==> src/sv/serial_gamepad_poller_unit_macros.svh <==
// Assertion shorthands shared by the poller RTL.
`ifndef SERIAL_GAMEPAD_POLLER_UNIT_MACROS_SVH
`define SERIAL_GAMEPAD_POLLER_UNIT_MACROS_SVH

// Same-cycle implication, checked out of reset.
`define SGP_ASSERT_IMP(label, ante, cons) \
  label: assert property (@(posedge clk) disable iff (!rst_n) (ante) |-> (cons)) \
    else $error("sgp: same-cycle check failed");

// Next-cycle implication, checked out of reset.
`define SGP_ASSERT_NXT(label, ante, cons) \
  label: assert property (@(posedge clk) disable iff (!rst_n) (ante) |=> (cons)) \
    else $error("sgp: next-cycle check failed");

`endif

==> src/sv/sgp_pkg.sv <==
`default_nettype none

package sgp_pkg;

  // Field and register widths
  localparam int TICK_W     = 20;
  localparam int TIMING_W   = 8;
  localparam int BIT_W      = 5;
  localparam int CODE_W     = 3;
  localparam int MARK_COUNT = 16;
  localparam int MARK_IDX_W = 4;
  localparam int CFG_IDX_W  = 2;
  localparam int CFG_DATA_W = 20;
  localparam int IN_TDATA_W  = 8;
  localparam int OUT_TDATA_W = 8;

  // Configuration register indexes
  localparam logic [CFG_IDX_W-1:0] CFG_LATCH_TICKS   = 2'd0;
  localparam logic [CFG_IDX_W-1:0] CFG_HALF_PERIOD   = 2'd1;
  localparam logic [CFG_IDX_W-1:0] CFG_HOLDOFF_TICKS = 2'd2;

  // Configuration reset values
  localparam logic [TIMING_W-1:0] LATCH_TICKS_RST = 8'd12;
  localparam logic [TIMING_W-1:0] HALF_PERIOD_RST = 8'd6;
  localparam logic [TICK_W-1:0]   HOLDOFF_RST     = 20'd200000;

  // Poll sequencer phases
  typedef enum logic [4:0] {
    PH_IDLE  = 5'b00001,
    PH_LATCH = 5'b00010,
    PH_HIGH  = 5'b00100,
    PH_LOW   = 5'b01000,
    PH_HOLD  = 5'b10000
  } sgp_phase_t;

  typedef struct packed {
    logic [TIMING_W-1:0] latch_ticks;
    logic [TIMING_W-1:0] half_period_ticks;
    logic [TICK_W-1:0]   holdoff_ticks;
  } sgp_cfg_t;

  typedef struct packed {
    logic              busy_res;
    logic              any_pressed;
    logic [CODE_W-1:0] button_code;
    logic              poll_done;
    logic              latch_line;
    logic              clock_line;
  } sgp_result_t;

  // Map a serial bit position to its reported button code
  function automatic logic [CODE_W-1:0] code_of_bit(input logic [BIT_W-1:0] bit_num);
    logic [CODE_W-1:0] code;
    unique case (bit_num)
      5'd4:    code = 3'd6;
      5'd5:    code = 3'd4;
      5'd6:    code = 3'd1;
      5'd7:    code = 3'd2;
      5'd8:    code = 3'd3;
      5'd9:    code = 3'd5;
      default: code = 3'd0;
    endcase
    return code;
  endfunction

endpackage

`default_nettype wire

==> src/sv/sgp_core.sv <==
`default_nettype none

`include "serial_gamepad_poller_unit_macros.svh"

module sgp_core #(
  parameter int BUTTON_COUNT = 16,
  parameter int CLOCK_PULSES = 17
) (
  input  wire logic                clk,
  input  wire logic                rst_n,
  input  wire logic                step_en,
  input  wire logic                poll_request,
  input  wire logic                data_line,
  input  wire sgp_pkg::sgp_cfg_t   cfg,
  output sgp_pkg::sgp_result_t     res
);

  localparam logic [sgp_pkg::BIT_W-1:0] BTN_LAST   = sgp_pkg::BIT_W'(BUTTON_COUNT);
  localparam logic [sgp_pkg::BIT_W-1:0] PULSE_LAST = sgp_pkg::BIT_W'(CLOCK_PULSES);
  localparam logic [sgp_pkg::BIT_W-1:0] MARK_LAST  = sgp_pkg::BIT_W'(sgp_pkg::MARK_COUNT);
  localparam logic [sgp_pkg::TICK_W-1:0] TICK_ONE  = sgp_pkg::TICK_W'(1);

  sgp_pkg::sgp_phase_t                 phase_r, phase_nxt;
  logic [sgp_pkg::TICK_W-1:0]          tick_r, tick_nxt;
  logic [sgp_pkg::BIT_W-1:0]           bit_r, bit_nxt;
  logic                                clk_lvl_r, clk_lvl_nxt;
  logic                                lat_lvl_r, lat_lvl_nxt;
  logic [sgp_pkg::CODE_W-1:0]          pend_r, pend_nxt;
  logic [sgp_pkg::MARK_COUNT-1:0]      marks_r, marks_nxt;

  logic [sgp_pkg::TICK_W-1:0]          tick_inc;
  logic [sgp_pkg::TICK_W-1:0]          lat_dur;
  logic [sgp_pkg::TICK_W-1:0]          half_dur;
  logic [sgp_pkg::MARK_IDX_W-1:0]      mark_idx;
  logic [sgp_pkg::BIT_W-1:0]           bit_less;
  logic                                press_hit;
  logic                                done;
  logic                                anyp;
  logic [sgp_pkg::CODE_W-1:0]          code;

  // Durations of zero behave as one tick
  assign lat_dur  = {{(sgp_pkg::TICK_W-sgp_pkg::TIMING_W){1'b0}},
                     (cfg.latch_ticks == '0) ? sgp_pkg::TIMING_W'(1) : cfg.latch_ticks};
  assign half_dur = {{(sgp_pkg::TICK_W-sgp_pkg::TIMING_W){1'b0}},
                     (cfg.half_period_ticks == '0) ? sgp_pkg::TIMING_W'(1)
                                                   : cfg.half_period_ticks};
  assign tick_inc = tick_r + TICK_ONE;

  // Button marks are indexed by bit number minus one
  assign bit_less  = bit_r - sgp_pkg::BIT_W'(1);
  assign mark_idx  = bit_less[sgp_pkg::MARK_IDX_W-1:0];
  assign press_hit = !data_line && (bit_r >= sgp_pkg::BIT_W'(1)) &&
                     (bit_r <= BTN_LAST) && (bit_r <= MARK_LAST);

  // Advance the poll sequencer by one tick
  always_comb begin
    phase_nxt   = phase_r;
    tick_nxt    = tick_r;
    bit_nxt     = bit_r;
    clk_lvl_nxt = clk_lvl_r;
    lat_lvl_nxt = lat_lvl_r;
    pend_nxt    = pend_r;
    marks_nxt   = marks_r;
    done        = 1'b0;
    anyp        = 1'b0;
    code        = '0;
    unique case (phase_r)
      sgp_pkg::PH_IDLE: begin
        if (poll_request) begin
          clk_lvl_nxt = 1'b1;
          lat_lvl_nxt = 1'b1;
          tick_nxt    = TICK_ONE;
          phase_nxt   = sgp_pkg::PH_LATCH;
        end
      end
      sgp_pkg::PH_LATCH: begin
        if ((tick_r >= lat_dur) || (tick_inc >= lat_dur)) begin
          lat_lvl_nxt = 1'b0;
          bit_nxt     = sgp_pkg::BIT_W'(1);
          tick_nxt    = TICK_ONE;
          phase_nxt   = sgp_pkg::PH_HIGH;
        end else begin
          tick_nxt = tick_inc;
        end
      end
      sgp_pkg::PH_HIGH: begin
        tick_nxt = tick_inc;
        if (tick_inc >= half_dur) begin
          clk_lvl_nxt = 1'b0;
          tick_nxt    = TICK_ONE;
          phase_nxt   = sgp_pkg::PH_LOW;
        end
      end
      sgp_pkg::PH_LOW: begin
        tick_nxt = tick_inc;
        if (tick_inc >= half_dur) begin
          if (press_hit) begin
            if (marks_r[mark_idx]) begin
              // Armed press: disarm button; hold off unless zero
              marks_nxt = ~(sgp_pkg::MARK_COUNT'(1) << mark_idx);
              pend_nxt  = sgp_pkg::code_of_bit(bit_r);
              tick_nxt  = '0;
              phase_nxt = sgp_pkg::PH_HOLD;
              if (cfg.holdoff_ticks == '0) begin
                marks_nxt = '1;
                done      = 1'b1;
                anyp      = 1'b1;
                code      = sgp_pkg::code_of_bit(bit_r);
                phase_nxt = sgp_pkg::PH_IDLE;
              end
            end else begin
              done      = 1'b1;
              phase_nxt = sgp_pkg::PH_IDLE;
            end
          end else begin
            clk_lvl_nxt = 1'b1;
            if (bit_r >= PULSE_LAST) begin
              done      = 1'b1;
              phase_nxt = sgp_pkg::PH_IDLE;
            end else begin
              bit_nxt   = bit_r + sgp_pkg::BIT_W'(1);
              tick_nxt  = TICK_ONE;
              phase_nxt = sgp_pkg::PH_HIGH;
            end
          end
        end
      end
      sgp_pkg::PH_HOLD: begin
        tick_nxt = tick_inc;
        if (tick_inc >= cfg.holdoff_ticks) begin
          marks_nxt = '1;
          done      = 1'b1;
          anyp      = 1'b1;
          code      = pend_r;
          phase_nxt = sgp_pkg::PH_IDLE;
        end
      end
      default: begin
        phase_nxt = sgp_pkg::PH_IDLE;
      end
    endcase
  end

  // Hold state between accepted ticks
  always_ff @(posedge clk) begin
    if (!rst_n) begin
      phase_r   <= sgp_pkg::PH_IDLE;
      tick_r    <= '0;
      bit_r     <= '0;
      clk_lvl_r <= 1'b0;
      lat_lvl_r <= 1'b0;
      pend_r    <= '0;
      marks_r   <= '1;
    end else if (step_en) begin
      phase_r   <= phase_nxt;
      tick_r    <= tick_nxt;
      bit_r     <= bit_nxt;
      clk_lvl_r <= clk_lvl_nxt;
      lat_lvl_r <= lat_lvl_nxt;
      pend_r    <= pend_nxt;
      marks_r   <= marks_nxt;
    end
  end

  // Result of this tick, taken from the updated state
  always_comb begin
    res.clock_line  = clk_lvl_nxt;
    res.latch_line  = lat_lvl_nxt;
    res.poll_done   = done;
    res.button_code = code;
    res.any_pressed = anyp;
    res.busy_res    = (phase_nxt != sgp_pkg::PH_IDLE);
  end

  `SGP_ASSERT_IMP(a_marks_full_outside_hold, phase_r != sgp_pkg::PH_HOLD, marks_r == '1)
  `SGP_ASSERT_IMP(a_clock_low_in_hold, phase_r == sgp_pkg::PH_HOLD, !clk_lvl_r)
  `SGP_ASSERT_IMP(a_done_not_busy, step_en && done, !res.busy_res)
  `SGP_ASSERT_IMP(a_code_needs_press, step_en && (code != '0), anyp && done)

endmodule

`default_nettype wire

==> src/sv/serial_gamepad_poller_unit.sv <==
`default_nettype none

// Serial gamepad poller. Every accepted input item is one microsecond tick and
// yields exactly one result item: the pad clock and latch levels for that tick,
// a poll-done flag with the mapped button code and any_pressed, and busy. One
// item is taken per clock cycle while the sink takes results; the tick's work
// runs in one pass from the input through the poll sequencer into a single
// output register, so a result appears in the cycle after its item is accepted.
// in_tready is high unless that register holds a result the sink has not taken.
// Configuration (latch length, clock half period, hold-off) must be written via
// cfg only while no poll runs, unenforced here; no clearing pass after reset.

`include "serial_gamepad_poller_unit_macros.svh"

module serial_gamepad_poller_unit #(
  parameter int BUTTON_COUNT = 16,
  parameter int CLOCK_PULSES = 17
) (
  input  wire logic                              clk,
  input  wire logic                              rst_n,
  input  wire logic                              in_tvalid,
  output logic                                   in_tready,
  // [0] poll_request, [1] data_line, [7:2] zero
  input  wire logic [sgp_pkg::IN_TDATA_W-1:0]    in_tdata,
  output logic                                   out_tvalid,
  input  wire logic                              out_tready,
  // [0] clock_line, [1] latch_line, [2] poll_done, [5:3] button_code,
  // [6] any_pressed, [7] busy_res
  output logic [sgp_pkg::OUT_TDATA_W-1:0]        out_tdata,
  input  wire logic                              cfg_we,
  input  wire logic [sgp_pkg::CFG_IDX_W-1:0]     cfg_index,
  input  wire logic [sgp_pkg::CFG_DATA_W-1:0]    cfg_wdata
);

  sgp_pkg::sgp_cfg_t     cfg_r;
  sgp_pkg::sgp_result_t  step_res;
  sgp_pkg::sgp_result_t  out_res_r;
  logic                  out_valid_r;
  logic                  in_acc;

  // Take a new item whenever the output register is free or draining
  assign in_tready = !out_valid_r || out_tready;
  assign in_acc    = in_tvalid && in_tready;

  // Configuration registers
  always_ff @(posedge clk) begin
    if (!rst_n) begin
      cfg_r.latch_ticks       <= sgp_pkg::LATCH_TICKS_RST;
      cfg_r.half_period_ticks <= sgp_pkg::HALF_PERIOD_RST;
      cfg_r.holdoff_ticks     <= sgp_pkg::HOLDOFF_RST;
    end else if (cfg_we) begin
      unique case (cfg_index)
        sgp_pkg::CFG_LATCH_TICKS:
          cfg_r.latch_ticks <= cfg_wdata[sgp_pkg::TIMING_W-1:0];
        sgp_pkg::CFG_HALF_PERIOD:
          cfg_r.half_period_ticks <= cfg_wdata[sgp_pkg::TIMING_W-1:0];
        sgp_pkg::CFG_HOLDOFF_TICKS:
          cfg_r.holdoff_ticks <= cfg_wdata[sgp_pkg::TICK_W-1:0];
        default: begin
          // drop writes to unknown indexes
        end
      endcase
    end
  end

  sgp_core #(
    .BUTTON_COUNT (BUTTON_COUNT),
    .CLOCK_PULSES (CLOCK_PULSES)
  ) u_core (
    .clk          (clk),
    .rst_n        (rst_n),
    .step_en      (in_acc),
    .poll_request (in_tdata[0]),
    .data_line    (in_tdata[1]),
    .cfg          (cfg_r),
    .res          (step_res)
  );

  // Output register valid flag
  always_ff @(posedge clk) begin
    if (!rst_n) begin
      out_valid_r <= 1'b0;
    end else if (in_acc) begin
      out_valid_r <= 1'b1;
    end else if (out_tready) begin
      out_valid_r <= 1'b0;
    end
  end

  // Output register payload
  always_ff @(posedge clk) begin
    if (in_acc) begin
      out_res_r <= step_res;
    end
  end

  assign out_tvalid = out_valid_r;
  assign out_tdata  = out_res_r;

  `SGP_ASSERT_IMP(a_ready_when_empty, !out_valid_r, in_tready)
  `SGP_ASSERT_NXT(a_accept_fills_output, in_acc, out_valid_r)
  `SGP_ASSERT_IMP(a_press_means_done, out_valid_r && out_res_r.any_pressed,
                  out_res_r.poll_done && !out_res_r.busy_res)

endmodule

`default_nettype wire
==> config.mk <==
export PLATFORM = sky130hd
export DESIGN_NAME = serial_gamepad_poller_unit
export DESIGN_NICKNAME = d
export VERILOG_FILES = /design/src/sv/sgp_pkg.sv /design/src/sv/sgp_core.sv /design/src/sv/serial_gamepad_poller_unit.sv
export VERILOG_INCLUDE_DIRS = /design/src /design/src/sv
export SDC_FILE = /design/constraint.sdc
export NUM_CORES = 1
export LEC_CHECK = 0
export BUFFER_PORTS_ARGS = -buffer_cell sky130_fd_sc_hd__buf_4
export CAP_MARGIN = 10
export CORE_ASPECT_RATIO = 0.9
export CORE_UTILIZATION = 55
export CTS_CLUSTER_DIAMETER = 30
export DETAILED_ROUTE_END_ITERATION = 6
export GPL_ROUTABILITY_DRIVEN = 0
export PLACE_DENSITY = 0.86
export SLEW_MARGIN = 20
export SYNTH_ARGS = -nofsm -noshare
export SYNTH_HDL_FRONTEND = slang
export SYNTH_SLANG_ARGS = --single-unit
==> constraint.sdc <==
create_clock -name clk -period 3.8 [get_ports clk]
set_input_delay 0.38 -clock clk [delete_from_list [all_inputs] [get_ports clk]]
set_output_delay 0.38 -clock clk [all_outputs]
set_load 0.01 [all_outputs]
# Yosys cells after proc, flatten, opt, wreduce, memory -nomap -nowiden
# Index checks and enable logic that the tools add are counted.
word_totals:
  regBits: 96
  inputBits: 35
  output_inout_bits: 10
  wordCells: 136
classes:
  n_addsub: 3
  order_cmp: 8
  n_eq_ne: 22
  shift: 1
  mux: 61
  bitwise_logic: 1
  n_reduce_logical: 23
ops:
  columns: ["op", "n"]
  rows:
  - ["$mux 20", 7]
  - ["$pmux 20 s5", 1]
  - ["$mux 16", 5]
  - ["$ge 20x8->1", 3]
  - ["$mux 5", 12]
  - ["$pmux 16 s2", 1]
  - ["$eq 5x3->1 const B", 5]
  - ["$pmux 5 s5", 1]
  - ["$add 20x1->20 const B", 1]
  - ["$ge 20x20->1", 1]
  - ["$logic_not 20->1", 1]
  - ["$mux 1", 18]
  - ["$mux 3", 6]
  - ["$pmux 3 s6", 1]
  - ["$logic_not 8->1", 2]
  - ["$mux 8", 2]
  - ["$not 16->16", 1]
  - ["$shl 1x4->16 const A", 1]
  - ["$eq 5x4->1 const B", 3]
  - ["$reduce_and 6->1", 2]
  - ["$ne 2x1->1 const B", 5]
  - ["$pmux 5 s2", 1]
  - ["$ne 2x2->1 const B", 3]
  - ["$pmux 1 s2", 3]
  - ["24 further kinds", 33]

# Longest topological paths before layout
# Gate-level depths: netlist of the first run.
depth:
  depth_word: 8
  mapped_depth: 18
  ltp_nobuf: 15

# Cells and area by module
# From an unflattened synthesis of the first run, not the netlist that was laid out.
unflattened:
  hier_cells: 723
  hier_area_um2: 6262.3
modules_own_cells:
  columns: ["module", "instances", "cells_each", "area_per_inst_um2", "seq_area_each_um2"]
  rows:
  - ["sgp_core", 1, 562, 4520.6, 1021.0]
  - ["serial_gamepad_poller_unit", 1, 161, 1741.7, 980.9]

# Worst setup path after synthesis of the first run
# OpenSTA, ideal clock, no wires.
synth_timing:
  path_type: "register to register"
  startpoint: "register u_core.tick_r[0] in the netlist's numbering"
  endpoint: "register u_core.marks_r[7] in the netlist's numbering"
  setup_ns: 0.081
  t_arrival_ns: 3.608
  required_time_ns: 3.719
  path_slack_ns: 0.112
  stages_incl_launch_ff: 17
  n_path_buf: 3
  synth_period_minus_slack_ns: 3.688
  cell_sequence: "dfxtp_1 > ha_1 > nand3_1 > nor4_1 > and2_1 > nand2b_1 > nand2_1 > ha_1 > a2111oi_0 > a21oi_1 > a211o_1 > and3_1 > buf_1 > or2_1 > buf_2 > buf_6 > a41oi_1"
synth_between:
  elab_chain_cells: 4
  word_cells_on_any_way: 6
  cone_classes: "1 x add/sub; 2 x order compare; 2 x eq/ne; 1 x reduce/logical"
synth_rtl:
  columns: ["item", "line", "rtl"]
  rows:
  - ["from (decl)", "sgp_core.sv:24", "logic [sgp_pkg::TICK_W-1:0] tick_r, tick_nxt;"]
  - ["from (signal assigned)", "sgp_core.sv:156", "tick_r <= tick_nxt;"]
  - ["$add 20x1->20 *", "sgp_core.sv:47", "assign tick_inc = tick_r + TICK_ONE;"]
  - ["$ge 20x20->1 or $ge 20x8->1 (tied branches)", "sgp_core.sv:130, sgp_core.sv:96", null]
  - ["$ne 2x1->1 (no line)", null, null]
  - ["$reduce_and 6->1 (no line) *", null, null]
  - ["to (signal assigned)", "sgp_core.sv:161", "marks_r <= marks_nxt;"]
  - ["to (decl)", "sgp_core.sv:29", "logic [sgp_pkg::MARK_COUNT-1:0] marks_r, marks_nxt;"]
# Mark *: on every way between the ends. The rest lies on a longest branch, timed or not.
# A chain may end at the register's enable or synchronous reset.

# Worst setup path after layout of the first run
layout_timing:
  startpoint: "register u_core.tick_r[2] in the netlist's numbering"
  endpoint: "register u_core.marks_r[0] in the netlist's numbering"
# The elaborated chain is that of the path after synthesis.

==> results of run 1 <==
cells by family after synthesis:
group / after synthesis / share of synthesized area
XOR/XNOR: 18 / 0.0256
buffers and inverters: 87 / 0.0576
AND/OR/NAND/NOR: 274 / 0.247
AO/OA/AOI/OAI: 175 / 0.206
flip-flops: 96 / 0.326
multiplexers: 15 / 0.0346
adder cells (fa/ha/maj): 51 / 0.104
area by class of cell:
type,count,area [um2],share of cell area
flip-flops and latches,96,2010,0.285
repair buffers,68,523,0.0740
clock inverters,6,67.6,0.00956
inverters,43,161,0.0228
clock buffers,10,229,0.0324
well taps,152,190,0.0269
multi-input cells,533,3880,0.549
sequential cells by signal, summed over array words and instances (netlist names):
signal	flops
cfg_r	36
u_core.tick_r	20
u_core.marks_r	16
out_tdata	8
u_core.bit_r	5
u_core.phase_r	5
u_core.pend_r	3
out_tvalid	1
u_core.clk_lvl_r	1
u_core.lat_lvl_r	1
layer usage:
metal / up-vias / part of all wire / routed length (um)
met5: - / 0 / 0
met4: 0 / 0.024 / 404
met3: 43 / 0.072 / 1210
met2: 268 / 0.47 / 7920
met1: 2797 / 0.43 / 7310
li1: 2713 / - / -
power by group:
group | internal, mW | total [mW] | switching [mW] | leakage (nW)
clock network | 0.515 | 0.936 | 0.421 | 0.139
logic | 0.0914 | 0.211 | 0.120 | 1.96
registers | 1.05 | 1.07 | 0.0198 | 0.797
path summary, 6_finish.rpt:
path | start | slack (ns) | to
max | u_core.tick_r[2] | 0.11 | u_core.marks_r[0]
min | cfg_wdata[10] | 0.27 | cfg_r[10]
max reg2reg | u_core.tick_r[2] | 0.11 | u_core.marks_r[0]
min reg2reg | u_core.pend_r[2] | 0.47 | u_core.pend_r[2]
layout by cell type, fill, tap and decap left out, types with 16 or more instances in the layout:
cell / instances
buf_4: 67
o21ai_0: 26
nand4_1: 16
dfxtp_1: 82
nor2b_1: 28
inv_1: 43
nand3_1: 16
nand2_1: 81
ha_1: 51
nor2_1: 38
a21boi_0: 21
a21oi_1: 29
what timing repair did:
action	CTS	global route
setup endpoints to repair	1	31
gates cloned	0	0
gates resized for setup	1	21
pin swaps	0	2
setup buffers	0	1
critical path, stage by stage (launching register included):
cell,delay (ns)
dfxtp_2,0.41
nand4_1,0.22
nor2_1,0.25
nand2_1,0.10
xnor2_1,0.19
ha_1,0.28
a21oi_1,0.15
o21ai_0,0.18
nor4_1,0.34
o31ai_1,0.19
a211o_1,0.35
and3_1,0.23
buf_4,0.21
nor4b_1,0.33
a41oi_1,0.09
==> results.md, run 1 <==
* Status: finished clean
* Clk buf depth at 2
* Class of the worst hold path: input port to flip-flop
* Hold slack at 0.269 ns
* Tmin final at 3.69 ns
* Met1 Usage GRT at 0.378
* CTS Buf Count at 9
* Hold depth at 3
* Most frequent cell after synthesis: dfxtp_1
* Io pins at 45
* WP data required at 3.99 ns
* Cts hold-fix bufs at 0
* Vias per cell at 6.41
* First-pass GRT wire length at 27100 um
* Largest area contributor in the netlist: dfxtp_1
* Routed WL per cell at 18.5 um
* Syn_nets at 802
* Synth cell count leaders: dfxtp_1 (88), nand2_1 (81), ha_1 (51), inv_1 (43), nor2_1 (38)
* TritonRoute pass-1 iters at 7
* Antenna violations before repair at 0
* Initial Utilization at 0.566
* Peak supply drop at 0.409 mV
* R2r worst-path depth at 14
* DRC at 0
* Synth Instances at 716
* Number of nets with antenna violations after routing at 0
* Leakage Power at 2.89 nW
* GRT Total Usage at 0.296
* Worst Tran Pin Value at 1.05 ns
* Busiest grt layer: met2
* Largest cells by area after synthesis: dfxtp_1 (29%), ha_1 (10%), nand2_1 (4.9%)
* Seq/Total Area, Yosys at 0.326
* Clock latency on the worst-skew pair at 0.35 ns
* Pwr Density at 313 nW/um2
* Util after Layout at 0.651
* Critical Path AT at 3.88 ns
* Crit Path Category: flip-flop to flip-flop
* Number of global-route vias before repair at 5528
* Synth-to-layout area growth at 14.9%
* Chip height at 102 um
* Layout cells sized above 1 at 0.163
* Mapped cell area at 6150 um2
* Die area at 11600 um2
* Root Driver: clkbuf_16
* Max FO, Critical Path at 16
* Setup-failing EPs final at 0
* Clock Pin Slew Worst Setup and Hold Paths at 0.07 ns
* DR vias at 5821
* Final layout net count at 837
* Final Skew at 0.00787 ns
* Ys Warns at 0
* Grt total ovfl at 0
* # fillers at 855
* Post-synth cell types at 73
* DP Area at 6670 um2
* Pre-CTS setup slack at 0.0515 ns
* Met3 GRT Util at 0.0617
* Total negative setup slack at 0 ns
* Rows at 36
* Power Total at 2.21 mW
* Port bufs at 38
* DP Cell Count at 891
* Fmax at 271 MHz
* Fin area at 7060 um2
* Met2 Resource Use GR at 0.492
* Startpoint Class: flip-flop
* Slew headroom at 0.298
* Initial drt markers at 482
* Asr flop ratio synth at 0
* Final Hold Vio Count at 0
* Yosys reg bits at 96
* Post-synth EDFFs at 8
* Crit end category: flip-flop
* # H-tree levels at 3
* Avg Cell Area, Syn at 8.59 um2
* Main synth FF type: dfxtp_1
* Core area at 10900 um2
* Largest net degree at the start of global routing at 55
* Die X at 113 um
* Dpl hpwl at 11600 um
* Clk sinks at 96
* Inserted Diodes at 0
* Period utilization at 0.971
* Non-filler cells, final at 908
* Synth top area share at 0.287
* Final critical-path setup slack at 0.111 ns
* CTS tree: done
* Final WL at 16800 um
* Max-Cap Viols at 0
* Final slew viol count at 0
Note: power is estimated with default switching activity, not from simulation.
==> inputs of run 2 (changes only) <==
ABC_AREA = 1   (was unset)
CORE_MARGIN = 2   (was unset)
PLACE_DENSITY = 0.85   (was 0.86)
SKIP_LAST_GASP = 1   (was unset)
==> results.md, run 2 <==
* Status: finished clean
* Syn_nets at 1111
* Seq/Total Area, Yosys at 0.289
* Main synth FF type: dfxtp_1
* Rows at 38
* Non-filler cells, final at 1213
* R2r worst-path depth at 17
* Final slew viol count at 0
* Number of global-route vias before repair at 6000
* Chip height at 111 um
* Peak supply drop at 0.342 mV
* Core area at 12200 um2
* Setup-failing EPs final at 0
* Number of nets with antenna violations after routing at 0
* Most frequent cells in the layout: nand2_1 (202), inv_1 (122), o21ai_0 (96), nand3_1 (91), dfxtp_1 (88)
* Commonest non-fill, non-tap cell in the layout: nand2_1
* GRT Total Usage at 0.267
* HP Start: cfg_wdata[16]
* Post_cts resized at 0
* Largest cells by area after synthesis: dfxtp_1 (25%), nand2_1 (11%), ha_1 (9.2%)
* Root Driver: clkbuf_16
* Critical Path AT at 3.70 ns
* Hold depth at 3
* Post-synth cell types at 49
* Synth-to-layout area growth at 10.1%
* First-pass GRT wire length at 29200 um
* Vias per cell at 5.68
* CTS Buf Count at 9
* Largest reg by FF count: cfg_r
* Die X at 122 um
* Final Hold Vio Count at 0
* Worst Tran Pin Value at 0.882 ns
* Period utilization at 0.910
* Largest area contributor in the netlist: dfxtp_1
* WP data required at 4.04 ns
* Crit end category: flip-flop
* Post-synth EDFFs at 8
* CTS tree: done
* DP Cell Count at 1197
* Routed WL per cell at 14.7 um
* Mapped cell area at 6930 um2
* Synth top area share at 0.254
* Leakage Power at 3.50 nW
* Yosys reg bits at 96
* Dpl hpwl at 12800 um
* Initial drt markers at 629
* Total negative setup slack at 0 ns
* TritonRoute pass-1 iters at 6
* Initial Utilization at 0.570
* Cts hold-fix bufs at 0
* Synth Instances at 1025
* Class of the worst hold path: input port to flip-flop
* Clk buf depth at 2
* Clock Pin Slew Worst Setup and Hold Paths at 0.07 ns
* Grt total ovfl at 0
* Slew headroom at 0.410
* Max FO, Critical Path at 8
* RSZ-0062 raised after global routing: false
* Pwr Density at 298 nW/um2
* Final WL at 17900 um
* Largest net degree at the start of global routing at 47
* Final Skew at 0.00648 ns
* # H-tree levels at 3
* Crit Path Category: flip-flop to flip-flop
* Layout cells sized above 1 at 0.122
* Reg-to-reg slack, setup at 0.34 ns
* Max reg flops at 36
* Total setup buffers inserted after CTS at 0
* Port bufs at 38
* Fmax at 289 MHz
* Inserted Diodes at 0
* Max-Cap Viols at 0
* Final layout net count at 1134
* Top flop regs: cfg_r x36, u_core.tick_r x20, u_core.marks_r x16
* Startpoint Class: flip-flop
* Most frequent cell after synthesis: nand2_1
* Clock latency on the worst-skew pair at 0.36 ns
* Ys Warns at 0
* Hold endpoint: cfg_r[16]
* Io pins at 45
* Tmin final at 3.46 ns
* Crit Reg-Reg Endpoint: u_core.phase_r[2]
* Avg Cell Area, Syn at 6.77 um2
* Asr flop ratio synth at 0
* Die area at 13500 um2
* Critical R2R Launch: u_core.tick_r[0]
* Power Total at 2.28 mW
* Antenna violations before repair at 0
* DRC at 0
* Clk sinks at 96
* Synth cell count leaders: nand2_1 (202), inv_1 (122), o21ai_0 (96), nand3_1 (91), dfxtp_1 (88)
* DR vias at 6891
-- run 2: worst max path at each step --
stage / from / end / slack, ns / cells after the start
6_report: u_core.tick_r[0] / u_core.phase_r[2] / 0.34 / 17
5_1_grt: u_core.tick_r[0] / u_core.phase_r[0] / 0.04 / 18
4_1_cts: u_core.tick_r[0] / out_tdata[6] / 0.32 / 16
3_5_place_dp: u_core.tick_r[0] / u_core.tick_r[2] / 0.35 / 18
3_3_place_gp: u_core.tick_r[0] / out_tdata[4] / 0.39 / 16
2_1_floorplan: u_core.tick_r[0] / out_tdata[0] / 0.84 / 18
-- run 2: cells by family after synthesis --
kind of cell | count (synthesis) | share of synthesized area
adders and majority gates | 51 | 0.0920
xor gates and xnor gates | 10 | 0.0137
DFF | 96 | 0.289
AOI/OAI and AO/OA | 251 | 0.202
buffers and inverters | 172 | 0.0969
and+or+nand+nor | 445 | 0.307
-- run 2: through the flow --
stage               hold WS [ns]  utilization  worst slack, ns  cell area [um2]
floorplan                  0.443            -            0.840             6930
global placement           0.450        0.604            0.388             7350
detailed placement         0.461        0.604            0.345             7350
CTS                        0.238        0.627            0.319             7630
global route               0.256        0.627           0.0381             7640
finish                     0.243        0.627            0.341             7640
-- run 2: final cells by class --
cell class                 instances  area, um2
fill                            1118       4540
inverter                         136        510
sequential                        96       2000
timing repair buffer              48        373
multi-input combinational        757       4260
tap                              160        200
clock inverter                     7       62.6
clock buffer                       9        225
-- run 2: where the power goes --
| group | switching (mW) | leakage [nW] | internal [mW] | total [mW] |
|---|---|---|---|---|
| clock | 0.401 | 0.146 | 0.505 | 0.906 |
| sequential | 0.0218 | 0.797 | 1.06 | 1.08 |
| combinational | 0.189 | 2.56 | 0.104 | 0.293 |
-- run 2: worst max-delay path, stage by stage, from the launching register on --
cell and delay [ns]:
dfxtp_1 0.54, inv_1 0.18, nor2_4 0.22, nand2_2 0.13
xnor2_1 0.35, buf_4 0.24, ha_1 0.25, nand2_1 0.08
o21bai_1 0.11, nand3_1 0.08, nor2_1 0.11, nand2_1 0.05
nor2_1 0.12, nand3_2 0.12, o21ai_1 0.34, nand2_1 0.15
o31ai_2 0.20, inv_1 0.06
-- run 2: per-layer routing --
layer | share of wire | GRT usage
met1 | 0.45 | 0.384
met2 | 0.45 | 0.406
met3 | 0.086 | 0.0501
met4 | 0.014 | 0.0713
met5 | 0 | 0
